<file path="src/hw/rtl/i2cm_pkg.sv">
// ----------------------------------------------------------------------------
// i2cm_pkg
// Shared types and codes for the I2C master bit engine: command and response
// items, operation, phase and status codes, transmit queue request/status.
// ----------------------------------------------------------------------------
package i2cm_pkg;

  typedef enum logic [1:0] {
    OP_TICK  = 2'd0,
    OP_PUSH  = 2'd1,
    OP_START = 2'd2
  } op_t;

  typedef enum logic [2:0] {
    PH_START = 3'd0,
    PH_DOUT  = 3'd1,
    PH_RACK  = 3'd2,
    PH_DIN   = 3'd3,
    PH_GACK  = 3'd4,
    PH_STOP  = 3'd5
  } phase_t;

  typedef enum logic [1:0] {
    ST_OK   = 2'd0,
    ST_BUSY = 2'd1,
    ST_ERR  = 2'd2
  } status_t;

  localparam int unsigned BitsPerByte = 8;

  typedef struct packed {
    logic [1:0]  operation;
    logic        sda_in;
    logic [7:0]  data_byte;
    logic [15:0] receive_count;
  } cmd_item_t;

  typedef struct packed {
    logic       scl_out;
    logic       sda_out;
    logic [7:0] rx_byte;
    logic       rx_valid;
    logic       done_res;
    logic [1:0] bus_status;
    logic       push_dropped;
  } rsp_item_t;

  typedef struct packed {
    logic       push;
    logic       pop;
    logic [7:0] push_byte;
  } txq_req_t;

  typedef struct packed {
    logic       full;
    logic       nonempty;
    logic [7:0] head_byte;
  } txq_stat_t;

endpackage

</file>
<file path="src/hw/rtl/i2cm_if.sv">
// ----------------------------------------------------------------------------
// i2cm_if
// Valid/ready channel carrying one payload item per request.
// ----------------------------------------------------------------------------
interface i2cm_if #(
  parameter type payload_t = logic
);
  logic     valid;
  logic     ready;
  payload_t data;

  modport source (output valid, output data, input ready);
  modport sink (input valid, input data, output ready);
endinterface

</file>
<file path="src/hw/rtl/i2cm_ram.sv">
// ----------------------------------------------------------------------------
// i2cm_ram
// Generic single write port, single read port RAM with registered read data
// (read returns the contents before a same-cycle write).
// ----------------------------------------------------------------------------
module i2cm_ram #(
  parameter int unsigned WIDTH = 8,
  parameter int unsigned DEPTH = 16
) (
  input  logic                                 clk,
  input  logic                                 wr_en,
  input  logic [(DEPTH > 1 ? $clog2(DEPTH) : 1)-1:0] wr_addr,
  input  logic [WIDTH-1:0]                     wr_data,
  input  logic [(DEPTH > 1 ? $clog2(DEPTH) : 1)-1:0] rd_addr,
  output logic [WIDTH-1:0]                     rd_data
);
  logic [WIDTH-1:0] mem [DEPTH];

  always_ff @(posedge clk) begin
    if (wr_en) begin
      mem[wr_addr] <= wr_data;
    end
    rd_data <= mem[rd_addr];
  end
endmodule

</file>
<file path="src/hw/rtl/i2cm_txq.sv">
// ----------------------------------------------------------------------------
// i2cm_txq
// Transmit byte queue: head/tail/fill pointers around a RAM, with the head
// byte prefetched every cycle and a forward path for a write to the head slot.
// ----------------------------------------------------------------------------
module i2cm_txq #(
  parameter int unsigned DEPTH = 16
) (
  input  logic                clk,
  input  logic                rst,
  input  i2cm_pkg::txq_req_t  req,
  output i2cm_pkg::txq_stat_t stat
);
  localparam int unsigned IdxW  = (DEPTH > 1) ? $clog2(DEPTH) : 1;
  localparam int unsigned FillW = $clog2(DEPTH + 1);
  localparam logic [IdxW-1:0]  LastIdx  = IdxW'(DEPTH - 1);
  localparam logic [FillW-1:0] FullFill = FillW'(DEPTH);

  logic [IdxW-1:0]  head;
  logic [IdxW-1:0]  head_next;
  logic [IdxW-1:0]  tail;
  logic [IdxW-1:0]  tail_next;
  logic [FillW-1:0] fill;
  logic [FillW-1:0] fill_next;
  logic [7:0]       ram_q;
  logic             fwd_hit;
  logic [7:0]       fwd_byte;

  always_comb begin
    head_next = head;
    tail_next = tail;
    fill_next = fill;
    if (req.pop) begin
      head_next = (head == LastIdx) ? '0 : head + IdxW'(1);
      fill_next = fill - FillW'(1);
    end
    if (req.push) begin
      tail_next = (tail == LastIdx) ? '0 : tail + IdxW'(1);
      fill_next = fill + FillW'(1);
    end
  end

  always_ff @(posedge clk) begin
    if (rst) begin
      head    <= '0;
      tail    <= '0;
      fill    <= '0;
      fwd_hit <= 1'b0;
    end else begin
      head    <= head_next;
      tail    <= tail_next;
      fill    <= fill_next;
      fwd_hit <= req.push && (tail == head_next);
    end
  end

  always_ff @(posedge clk) begin
    fwd_byte <= req.push_byte;
  end

  i2cm_ram #(
    .WIDTH(8),
    .DEPTH(DEPTH)
  ) u_ram (
    .clk    (clk),
    .wr_en  (req.push),
    .wr_addr(tail),
    .wr_data(req.push_byte),
    .rd_addr(head_next),
    .rd_data(ram_q)
  );

  assign stat.full      = (fill == FullFill);
  assign stat.nonempty  = (fill != '0);
  assign stat.head_byte = fwd_hit ? fwd_byte : ram_q;
endmodule

</file>
<file path="src/hw/rtl/i2cm_core.sv">
// ----------------------------------------------------------------------------
// i2cm_core
// Half-bit phase machine and bus state: start, shift out, ack sample, shift
// in, ack drive and stop; builds one response per command.
// ----------------------------------------------------------------------------
module i2cm_core (
  input  logic                  clk,
  input  logic                  rst,
  input  logic                  advance,
  input  i2cm_pkg::cmd_item_t   item,
  input  i2cm_pkg::txq_stat_t   txq_stat,
  output i2cm_pkg::txq_req_t    txq_req,
  output i2cm_pkg::rsp_item_t   result
);
  i2cm_pkg::phase_t  phase;
  i2cm_pkg::phase_t  phase_next;
  i2cm_pkg::status_t status_code;
  i2cm_pkg::status_t status_code_next;
  logic        clock_phase;
  logic        clock_phase_next;
  logic [7:0]  shift_byte;
  logic [7:0]  shift_byte_next;
  logic [3:0]  bit_counter;
  logic [3:0]  bit_counter_next;
  logic [7:0]  target_addr;
  logic [7:0]  target_addr_next;
  logic [15:0] remaining_rx;
  logic [15:0] remaining_rx_next;
  logic        active;
  logic        active_next;
  logic        scl_level;
  logic        scl_level_next;
  logic        sda_level;
  logic        sda_level_next;

  logic        is_tick;
  logic        is_start;
  logic        is_push;
  logic [3:0]  cnt_inc;
  logic [7:0]  shift_in;
  logic [15:0] rem_dec;
  logic        byte_end;
  logic        tx_more;

  assign is_tick  = advance && (item.operation == i2cm_pkg::OP_TICK) && active;
  assign is_start = advance && (item.operation == i2cm_pkg::OP_START) && !active;
  assign is_push  = advance && (item.operation == i2cm_pkg::OP_PUSH);
  assign cnt_inc  = bit_counter + 4'd1;
  assign shift_in = {shift_byte[6:0], item.sda_in};
  assign rem_dec  = remaining_rx - 16'd1;
  assign byte_end = (bit_counter == 4'(i2cm_pkg::BitsPerByte));
  assign tx_more  = !target_addr[0] && txq_stat.nonempty;

  // phase sequencing
  always_comb begin
    phase_next = phase;
    if (is_start) begin
      phase_next = i2cm_pkg::PH_START;
    end else if (is_tick && !clock_phase) begin
      case (phase)
        i2cm_pkg::PH_START: phase_next = i2cm_pkg::PH_DOUT;
        i2cm_pkg::PH_DOUT: begin
          if (byte_end) begin
            phase_next = i2cm_pkg::PH_RACK;
          end
        end
        i2cm_pkg::PH_RACK: begin
          if (item.sda_in) begin
            phase_next = i2cm_pkg::PH_STOP;
          end else if (target_addr[0]) begin
            phase_next = i2cm_pkg::PH_DIN;
          end else if (tx_more) begin
            phase_next = i2cm_pkg::PH_DOUT;
          end else begin
            phase_next = i2cm_pkg::PH_STOP;
          end
        end
        i2cm_pkg::PH_DIN: begin
          if (cnt_inc == 4'(i2cm_pkg::BitsPerByte)) begin
            phase_next = (rem_dec == '0) ? i2cm_pkg::PH_STOP : i2cm_pkg::PH_GACK;
          end
        end
        i2cm_pkg::PH_GACK: phase_next = i2cm_pkg::PH_DIN;
        i2cm_pkg::PH_STOP: phase_next = i2cm_pkg::PH_START;
        default:           phase_next = phase;
      endcase
    end
  end

  // datapath and response
  always_comb begin
    clock_phase_next  = clock_phase;
    shift_byte_next   = shift_byte;
    bit_counter_next  = bit_counter;
    target_addr_next  = target_addr;
    remaining_rx_next = remaining_rx;
    status_code_next  = status_code;
    active_next       = active;
    scl_level_next    = scl_level;
    sda_level_next    = sda_level;
    txq_req.push      = is_push && !txq_stat.full;
    txq_req.pop       = 1'b0;
    txq_req.push_byte = item.data_byte;
    result.rx_byte    = '0;
    result.rx_valid   = 1'b0;
    result.done_res   = 1'b0;

    if (is_start) begin
      target_addr_next  = item.data_byte;
      remaining_rx_next = item.receive_count;
      bit_counter_next  = '0;
      shift_byte_next   = '0;
      status_code_next  = i2cm_pkg::ST_BUSY;
      active_next       = 1'b1;
    end else if (is_tick && !clock_phase) begin
      clock_phase_next = 1'b1;
      scl_level_next   = 1'b1;
      case (phase)
        i2cm_pkg::PH_START: begin
          sda_level_next   = 1'b0;
          shift_byte_next  = target_addr;
          bit_counter_next = '0;
        end
        i2cm_pkg::PH_DOUT: begin
          if (byte_end) begin
            bit_counter_next = '0;
            shift_byte_next  = '0;
          end
        end
        i2cm_pkg::PH_RACK: begin
          if (item.sda_in) begin
            status_code_next = i2cm_pkg::ST_ERR;
          end else if (tx_more) begin
            shift_byte_next = txq_stat.head_byte;
            txq_req.pop     = 1'b1;
          end
        end
        i2cm_pkg::PH_DIN: begin
          shift_byte_next  = shift_in;
          bit_counter_next = cnt_inc;
          if (cnt_inc == 4'(i2cm_pkg::BitsPerByte)) begin
            bit_counter_next  = '0;
            result.rx_byte    = shift_in;
            result.rx_valid   = 1'b1;
            shift_byte_next   = '0;
            remaining_rx_next = rem_dec;
          end
        end
        i2cm_pkg::PH_STOP: begin
          sda_level_next   = 1'b1;
          active_next      = 1'b0;
          clock_phase_next = 1'b0;
          if (status_code != i2cm_pkg::ST_ERR) begin
            status_code_next = i2cm_pkg::ST_OK;
          end
          result.done_res = 1'b1;
        end
        default: begin
        end
      endcase
    end else if (is_tick) begin
      clock_phase_next = 1'b0;
      scl_level_next   = 1'b0;
      case (phase)
        i2cm_pkg::PH_DOUT: begin
          sda_level_next   = shift_byte[7];
          shift_byte_next  = {shift_byte[6:0], 1'b0};
          bit_counter_next = cnt_inc;
        end
        i2cm_pkg::PH_RACK, i2cm_pkg::PH_DIN:  sda_level_next = 1'b1;
        i2cm_pkg::PH_GACK, i2cm_pkg::PH_STOP: sda_level_next = 1'b0;
        default: begin
        end
      endcase
    end

    result.scl_out      = scl_level_next;
    result.sda_out      = sda_level_next;
    result.bus_status   = status_code_next;
    result.push_dropped = is_push && txq_stat.full;
  end

  always_ff @(posedge clk) begin
    if (rst) begin
      phase        <= i2cm_pkg::PH_START;
      status_code  <= i2cm_pkg::ST_OK;
      clock_phase  <= 1'b0;
      shift_byte   <= '0;
      bit_counter  <= '0;
      target_addr  <= '0;
      remaining_rx <= '0;
      active       <= 1'b0;
      scl_level    <= 1'b1;
      sda_level    <= 1'b1;
    end else begin
      phase        <= phase_next;
      status_code  <= status_code_next;
      clock_phase  <= clock_phase_next;
      shift_byte   <= shift_byte_next;
      bit_counter  <= bit_counter_next;
      target_addr  <= target_addr_next;
      remaining_rx <= remaining_rx_next;
      active       <= active_next;
      scl_level    <= scl_level_next;
      sda_level    <= sda_level_next;
    end
  end
endmodule

</file>
<file path="src/hw/rtl/i2c_master_bit_engine.sv">
// A request is held in the command register, then its response in the response register.
// Throughput: one request per cycle, sustained, with a free response slot.
// While a response waits to be taken, the command register can still hold one request.
// Reset: SCL and SDA released, engine idle with status ok, transmit queue
// empty; the queue storage itself is not cleared.
// ----------------------------------------------------------------------------
// i2c_master_bit_engine
// I2C master bit engine: command register, phase machine with transmit queue,
// and response register.
// ----------------------------------------------------------------------------
module i2c_master_bit_engine #(
  parameter int unsigned TX_QUEUE_DEPTH = 16
) (
  input logic   clk,
  input logic   rst,
  i2cm_if.sink   cmd,
  i2cm_if.source rsp
);
  logic                cmd_valid;
  i2cm_pkg::cmd_item_t cmd_item;
  logic                rsp_valid;
  i2cm_pkg::rsp_item_t rsp_item;
  logic                advance;
  i2cm_pkg::rsp_item_t result;
  i2cm_pkg::txq_req_t  txq_req;
  i2cm_pkg::txq_stat_t txq_stat;

  assign advance   = cmd_valid && (!rsp_valid || rsp.ready);
  assign cmd.ready = !cmd_valid || advance;
  assign rsp.valid = rsp_valid;
  assign rsp.data  = rsp_item;

  always_ff @(posedge clk) begin
    if (rst) begin
      cmd_valid <= 1'b0;
      rsp_valid <= 1'b0;
    end else begin
      if (cmd.ready) begin
        cmd_valid <= cmd.valid;
      end
      if (advance) begin
        rsp_valid <= 1'b1;
      end else if (rsp.ready) begin
        rsp_valid <= 1'b0;
      end
    end
  end

  always_ff @(posedge clk) begin
    if (cmd.ready && cmd.valid) begin
      cmd_item <= cmd.data;
    end
    if (advance) begin
      rsp_item <= result;
    end
  end

  i2cm_core u_core (
    .clk     (clk),
    .rst     (rst),
    .advance (advance),
    .item    (cmd_item),
    .txq_stat(txq_stat),
    .txq_req (txq_req),
    .result  (result)
  );

  i2cm_txq #(
    .DEPTH(TX_QUEUE_DEPTH)
  ) u_txq (
    .clk (clk),
    .rst (rst),
    .req (txq_req),
    .stat(txq_stat)
  );
endmodule

</file>
<file path="src/flat_wrapper.sv">
// flat-port wrapper written by rule: the top's interface ports become plain ports
module i2c_master_bit_engine_flat 
#(
  parameter int unsigned TX_QUEUE_DEPTH = 16
)
  (clk, rst, cmd_valid, cmd_data, cmd_ready, rsp_valid, rsp_data, rsp_ready);
  i2cm_if #(.payload_t(i2cm_pkg::cmd_item_t)) cmd_i ();
  i2cm_if #(.payload_t(i2cm_pkg::rsp_item_t)) rsp_i ();
  input logic clk;
  input logic rst;
  input wire logic [$bits(cmd_i.valid)-1:0] cmd_valid;
  input wire logic [$bits(cmd_i.data)-1:0] cmd_data;
  output wire logic [$bits(cmd_i.ready)-1:0] cmd_ready;
  output wire logic [$bits(rsp_i.valid)-1:0] rsp_valid;
  output wire logic [$bits(rsp_i.data)-1:0] rsp_data;
  input wire logic [$bits(rsp_i.ready)-1:0] rsp_ready;
  assign cmd_i.valid = cmd_valid;
  assign cmd_i.data = cmd_data;
  assign cmd_ready = cmd_i.ready;
  assign rsp_valid = rsp_i.valid;
  assign rsp_data = rsp_i.data;
  assign rsp_i.ready = rsp_ready;
  i2c_master_bit_engine #(.TX_QUEUE_DEPTH(TX_QUEUE_DEPTH)) u_core (.clk(clk), .rst(rst), .cmd(cmd_i), .rsp(rsp_i));
endmodule
</file>
<file path="config.mk">
export PLATFORM = sky130hd
export DESIGN_NAME = i2c_master_bit_engine_flat
export DESIGN_NICKNAME = d
export VERILOG_FILES = /design/src/hw/rtl/i2cm_pkg.sv /design/src/hw/rtl/i2cm_if.sv /design/src/hw/rtl/i2cm_ram.sv /design/src/hw/rtl/i2cm_txq.sv /design/src/hw/rtl/i2cm_core.sv /design/src/hw/rtl/i2c_master_bit_engine.sv /design/src/flat_wrapper.sv
export SDC_FILE = /design/constraint.sdc
export NUM_CORES = 1
export LEC_CHECK = 0
export BUFFER_PORTS_ARGS = -buffer_cell sky130_fd_sc_hd__buf_4
export CAP_MARGIN = 5
export CORE_AREA = 2 2 192 194
export CTS_BUF_LIST = sky130_fd_sc_hd__clkbuf_8
export DETAILED_ROUTE_END_ITERATION = 8
export DIE_AREA = 0 0 194 196
export HOLD_SLACK_MARGIN = 0.12
export PLACE_DENSITY = 0.52
export SKIP_LAST_GASP = 1
export SYNTH_ARGS = -nofsm -noshare
export SYNTH_HDL_FRONTEND = slang
export SYNTH_SLANG_ARGS = --single-unit
</file>
<file path="constraint.sdc">
create_clock -name clk -period 4.3 [get_ports clk]
set_clock_uncertainty 0.05 [all_clocks]
set_input_delay 0 -clock clk [delete_from_list [all_inputs] [get_ports clk]]
set_output_delay 0 -clock clk [all_outputs]
set_load 0.005 [all_outputs]
</file>
==> results of run 1 <==
==> critical path: cells and delay by family (launching register included) <==
family	cells	cell delay (ns)
flops	1	0.53
simple gates	6	2.20
compound gates	1	0.13
buf+inv	1	0.23
==> cells in the final DEF, fill, tap and decap left out, types with 4 or more instances in the layout <==
master,instances
a211o_1,10
a211oi_1,19
a21oi_1,59
a22oi_1,12
a311o_1,8
a31oi_1,10
and2_1,10
and3_1,22
buf_4,62
clkbuf_8,47
clkinv_1,6
clkinv_2,7
dfxtp_1,77
dlygate4sd3_1,60
edfxtp_1,170
ha_1,12
inv_1,27
mux2_2,7
mux2i_1,13
nand2_1,78
nand2b_1,9
nand3_1,69
nand3b_1,4
nand4_1,19
nor2_1,67
nor2b_1,6
nor3_1,14
nor4_1,9
o211ai_1,7
o21ai_0,57
or4_1,4
xnor2_1,13
xor2_1,4
==> where the power goes <==
part	internal [W]	leakage [nW]	switching, W
registers	0.00258	2.17	0.0000527
clock network	0.00120	0.503	0.000989
logic	0.0000998	1.80	0.0000904
total	0.00388	4.48	0.00113
==> final cells by class <==
| class | instances | area, µm² | area share (%) |
|---|---|---|---|
| flip-flops and latches | 247 | 6650 | 51.1 |
| multi-input cells | 604 | 3770 | 28.9 |
| clock buffers | 47 | 647 | 4.97 |
| repair buffers | 123 | 1080 | 8.28 |
| inverters | 15 | 56.3 | 0.433 |
| well taps | 468 | 586 | 4.50 |
| clock inverters | 33 | 234 | 1.80 |
==> per-stage QoR <==
step | cells | total power [W] | utilization, % | cell area (µm²)
floorplan | 919 | 0.00275 | - | 10700
detailed placement | 1396 | 0.00283 | 31.9 | 11500
CTS | 1536 | 0.00506 | 36.0 | 13000
global route | 1537 | 0.00519 | 36.1 | 13000
finish | 1537 | 0.00501 | 36.1 | 13000
global placement | 1396 | 0.00283 | 31.9 | 11500
==> final timing paths <==
| kind | to | cells after the start |
|---|---|---|
| hold reg to reg | u_core.u_core.target_addr[7]$_SDFFE_PP0P_ | 2 |
| hold / removal | u_core.u_txq.fill[0]$_SDFFE_PP0P_ | 3 |
| setup / recovery | u_core.u_txq.u_ram.rd_data[6]$_DFF_P_ | 8 |
| setup reg to reg | u_core.u_txq.u_ram.rd_data[6]$_DFF_P_ | 8 |
==> per-layer routing <==
metal	vias up	track usage (%)	wire (µm)
met3	61	2.89	1450
li1	3685	-	-
met5	-	0	0
met4	0	5.11	748
met1	3798	19.7	12900
met2	188	23.4	12900
==> flip-flops by register name, indices dropped and copies added, names as in the netlist, 2 cells and up <==
name and flops:
u_core.rsp.data 15, u_core.u_core.bit_counter 4, u_core.u_txq.tail 4, u_core.cmd_item 27, u_core.u_core.target_addr 8, u_core.u_core.remaining_rx 16, u_core.u_txq.fwd_byte 8, u_core.u_core.shift_byte 8
u_core.u_txq.u_ram.rd_data 8, u_core.u_core.status_code 2, u_core.u_txq.fill 5, u_core.u_txq.u_ram.mem 128, u_core.u_core.phase 3, u_core.u_txq.head 4
==> kinds of logic after synthesis <==
family / count (synthesis) / synth area share, %
compound gates: 209 / 13.0
xor+xnor: 18 / 1.55
fa+ha+maj: 13 / 1.59
buf+inv: 68 / 2.68
flops: 247 / 62.2
mux: 20 / 1.96
simple gates: 344 / 17.0
==> timing repair <==
| action | in CTS | in global routing |
|---|---|---|
| hold buffers | 60 | 0 |
| setup endpoints to repair | 0 | 0 |
| endpoints found under the hold margin | 83 | 0 |
| buffers inserted | 0 | 0 |
==> run_results.csv, run 1 <==
group,metric,value,unit
outcome,outcome,"finished clean",
routing,first_iter_violations,541,
finish,drive_gt1_share,15.2,%
sta,fin_crit_sh,76.3,%
power_and_ir_drop,ir_worst_vdd,0.200,mV
floorplan,rows,70,
sta,slew_viol_final,0,
power_and_ir_drop,p_leak,4.48,nW
critical_path,rrSetupSlack,1.02,ns
yosys,ys_ff_latch,247,
yosys,yosysTopAreaCell,"edfxtp_1",
routing,wl,27900,µm
power_and_ir_drop,power_density,385,nW/µm²
sta,hold_viol_final,0,
clock_network,clk_latency,0.57,ns
critical_path,crit_arrival,3.65,ns
placed_design,numPortBuffers,47,
critical_path,critPathSlowestCell,"and4_1",
min_path,worstHoldStart,"rst",
floorplan,die_area,38000,µm²
clock_network,htree_num_levels,2,
clock_network,clock-sinks,247,
clock_network,clock_path_buffers,3,
yosys,synth_nets,963,
finish,nets,1078,
critical_path,end_kind,"flip-flop",
critical_path,path_max_fanout,23,
critical_path,r2r-start,"u_core.u_core.phase[2]$_SDFFE_PP0P_",
sta,setup_slack,1.02,ns
global_routing,track_usage,14.6,%
yosys,synth_enable_flop_cells,170,
placed_design,post-place-ws,0.892,ns
finish,insertedDiodeCount,0,
yosys,synth_common_cells,"170 x edfxtp_1, 78 x nand2_1, 77 x dfxtp_1, 69 x nand3_1, 68 x nor2_1",
sta,fin_setup_tns,0,ns
yosys,synth_top_cell_area_share,47.8,%
routing,ant_nets,0,
placed_design,gp_congestion,0.871,
global_routing,grt_pass1_vias,7755,
routing,drc,0,
clock_network,cts_resized,0,
yosys,syn_avg_cell_area,11.6,µm²
sta,whs,0.403,ns
placed_design,hpwl,17700,µm
sta,min_period,3.28,ns
critical_path,start_kind,"flip-flop",
routing,vias,7732,
floorplan,initial_core_util,29.6,%
yosys,synth_cells,919,
floorplan,die_w,194,µm
yosys,syn_area,10700,µm²
global_routing,grt_max_degree,48,
global_routing,grt_pass1_wl,43900,µm
finish,num-fill-cells,3621,
finish,area_growth,21.9,%
routing,dr.pass1.iters,6,
sta,tightest_slew,0.932,ns
sta,fmax,0.305,GHz
yosys,yosysMostFrequentCell,"edfxtp_1",
sta,maxSlewHeadroom,37.6,%
critical_path,critical_path.max_stage_delay,0.60,ns
sta,rsz0062_at_grt,"no",
sta,setup_violations,0,
floorplan,io_pins,48,
yosys,synthArstFlopShare,0,%
critical_path,required,4.67,ns
critical_path,critPathKind,"reg2reg",
floorplan,die_h,196,µm
routing,viasPerCell,5.03,
global_routing,grt_remaining_overflow,0,
critical_path,cp_cell_sequence,"nor3b_2 -> and4_1 -> nand4_2 -> buf_4 -> nand2_1 -> nand3_1 -> nand4_1 -> o221ai_1",
yosys,synth_ff_type,"edfxtp_1",
clock_network,tritoncts,"yes",
yosys,ys_seq_area_share,62.2,%
global_routing,antenna_found_initial,1,
clock_network,cts_buffers,43,
min_path,hp-class,"in2reg",
floorplan,coreArea,36100,µm²
routing,avgRoutedWirePerCell,18.2,µm
clock_network,cts-root-buf,"clkbuf_8",
yosys,synthTopCellsByArea,"edfxtp_1 48%, dfxtp_1 14%, nand3_1 3.2%",
yosys,yosys_warnings,0,
critical_path,startpoint,"u_core.u_core.phase[2]$_SDFFE_PP0P_",
yosys,synthDistinctLibCells,82,
clock_network,clk_pin_slew,0.06,ns
run,cap_violations,0,
(Power assumes the default switching activity.)
==> run 2: changes to the inputs <==
- PLACE_DENSITY: 0.52 -> 0.54
- clock period: 4.3 -> 2.7 ns (I/O delays scaled with it)
==> run_results.csv, run 2 (same netlist as run 1, synthesis figures left out) <==
group,metric,value,unit
global_routing,grt_pass1_wl,44300,µm
sta,min_period,2.51,ns
placed_design,post-place-ws,0.105,ns
finish,largest_reg_flops,128,
global_routing,grt_max_degree,48,
floorplan,rows,70,
critical_path,critPathKind,"reg2reg",
power_and_ir_drop,ir_worst_vdd,0.317,mV
floorplan,initial_core_util,29.6,%
floorplan,die_w,194,µm
finish,largestRegisters,"u_core.u_txq.u_ram.mem (128), u_core.cmd_item (27), u_core.u_core.remaining_rx (16)",
finish,nets,1107,
floorplan,io_pins,48,
finish,num-fill-cells,3548,
global_routing,grt_pass1_vias,7770,
global_routing,use_met3,2.08,%
clock_network,clock_path_buffers,3,
power_and_ir_drop,total_power,0.00765,W
clock_network,clk_latency,0.55,ns
finish,insertedDiodeCount,0,
sta,slew_viol_final,0,
floorplan,coreArea,36100,µm²
routing,ant_nets,0,
finish,final_util,36.6,%
placed_design,hpwl,18300,µm
finish,regMostFlops,"u_core.u_txq.u_ram.mem",
routing,first_iter_violations,678,
sta,fin_setup_tns,0,ns
clock_network,cts-root-buf,"clkbuf_8",
global_routing,use_met2,23.8,%
min_path,hp-class,"in2reg",
global_routing,track_usage,14.7,%
sta,hold_viol_final,0,
routing,drc,0,
critical_path,start_kind,"flip-flop",
sta,rsz0062_at_grt,"no",
routing,viasPerCell,4.99,
global_routing,grtUsageMet1,20.2,%
sta,fin_crit_sh,93.0,%
finish,drive_gt1_share,17.7,%
sta,tightest_slew,1.06,ns
clock_network,clock-sinks,247,
finish,layout.area.seq,6650,µm²
placed_design,numPortBuffers,47,
outcome,outcome,"finished clean",
critical_path,end_kind,"flip-flop",
finish,area_growth,23.6,%
critical_path,required,3.04,ns
clock_network,cts_buffers,42,
sta,maxSlewHeadroom,28.6,%
global_routing,antenna_found_initial,0,
run,cap_violations,0,
finish,stdcell_count,1565,
critical_path,crit_arrival,2.86,ns
routing,wl,28300,µm
sta,setup_slack,0.188,ns
global_routing,grt_remaining_overflow,0,
routing,vias,7804,
sta,fmax,0.398,GHz
global_routing,busiest_layer,"met2",
routing,avgRoutedWirePerCell,18.1,µm
clock_network,clk_pin_slew,0.06,ns
routing,dr.pass1.iters,5,
sta,setup_violations,0,
finish,final_common_cell,"edfxtp_1",
placed_design,gp_congestion,0.845,
critical_path,path_max_fanout,11,
floorplan,die_area,38000,µm²
power_and_ir_drop,p_leak,4.57,nW
floorplan,die_h,196,µm
placed_design,dp.cells,1429,
clock_network,htree_num_levels,2,
finish,multi_input_area,3790,µm²
clock_network,tritoncts,"yes",
power_and_ir_drop,power_density,580,nW/µm²
finish,final_cell_mix,"170 x edfxtp_1, 94 x buf_4, 77 x nand2_1, 77 x dfxtp_1, 69 x nand3_1",
## run 2: report_power, final
group	switching [W]	internal (W)	total [W]
Clock	0.00150	0.00164	0.00314
Combinational	0.000156	0.000171	0.000327
Sequential	0.0000777	0.00411	0.00419
Total	0.00173	0.00592	0.00765
## run 2: what timing repair did
| action | CTS | global route |
|---|---|---|
| setup endpoints to repair | 0 | 14 |
| hold buffers | 55 | 0 |
| resized for setup | 0 | 7 |
| setup buffers | 0 | 3 |
| endpoints found under the hold margin | 101 | 0 |
## run 2: cell type report
| cell class | instances | share of cell area, % |
|---|---|---|
| sequential | 247 | 50.4 |
| tap | 468 | 4.44 |
| clock inverter | 33 | 1.27 |
| clock buffer | 45 | 4.69 |
| inverter | 15 | 0.455 |
| timing repair buffer | 153 | 10.1 |
| multi-input combinational | 604 | 28.7 |
## run 2: critical path, cell delays in order, from the launching register on
cell      delay [ns]
dfxtp_1         0.36
or4_4           0.59
o21ai_4         0.23
buf_4           0.19
o21ai_2         0.07
buf_6           0.15
and3_1          0.16
a211o_1         0.28
a32oi_1         0.18
o221ai_1        0.13
## run 2: metal layers
metal  vias up  routed length [µm]  share of wire [%]
li1       3753                   -                  -
met1      3794               13100                 46
met2       200               13300                 47
met3        57                1170                4.2
met4         0                 722                2.6
met5         -                   0                  0
## run 2: worst paths after layout
path                                                  start                                        end  slack [ns]  cells past startpoint
hold / removal                                  cmd_data[2]               u_core.cmd_item[2]$_DFFE_PP_        0.15                      2
setup reg to reg          u_core.u_txq.fill[0]$_SDFFE_PP0P_      u_core.u_txq.u_ram.rd_data[6]$_DFF_P_        0.19                      9
setup / recovery          u_core.u_txq.fill[0]$_SDFFE_PP0P_      u_core.u_txq.u_ram.rd_data[6]$_DFF_P_        0.19                      9
hold reg to reg   u_core.u_core.target_addr[7]$_SDFFE_PP0P_  u_core.u_core.target_addr[7]$_SDFFE_PP0P_        0.40                      2
## run 2: stage by stage
stage | hold slack, ns | area [µm²]
final | 0.148 | 13200
after global routing | 0.134 | 13200
after floorplan | 0.0489 | 10700
after CTS | 0.120 | 13100
after detailed placement | 0.129 | 11800
after global placement | 0.129 | 11800
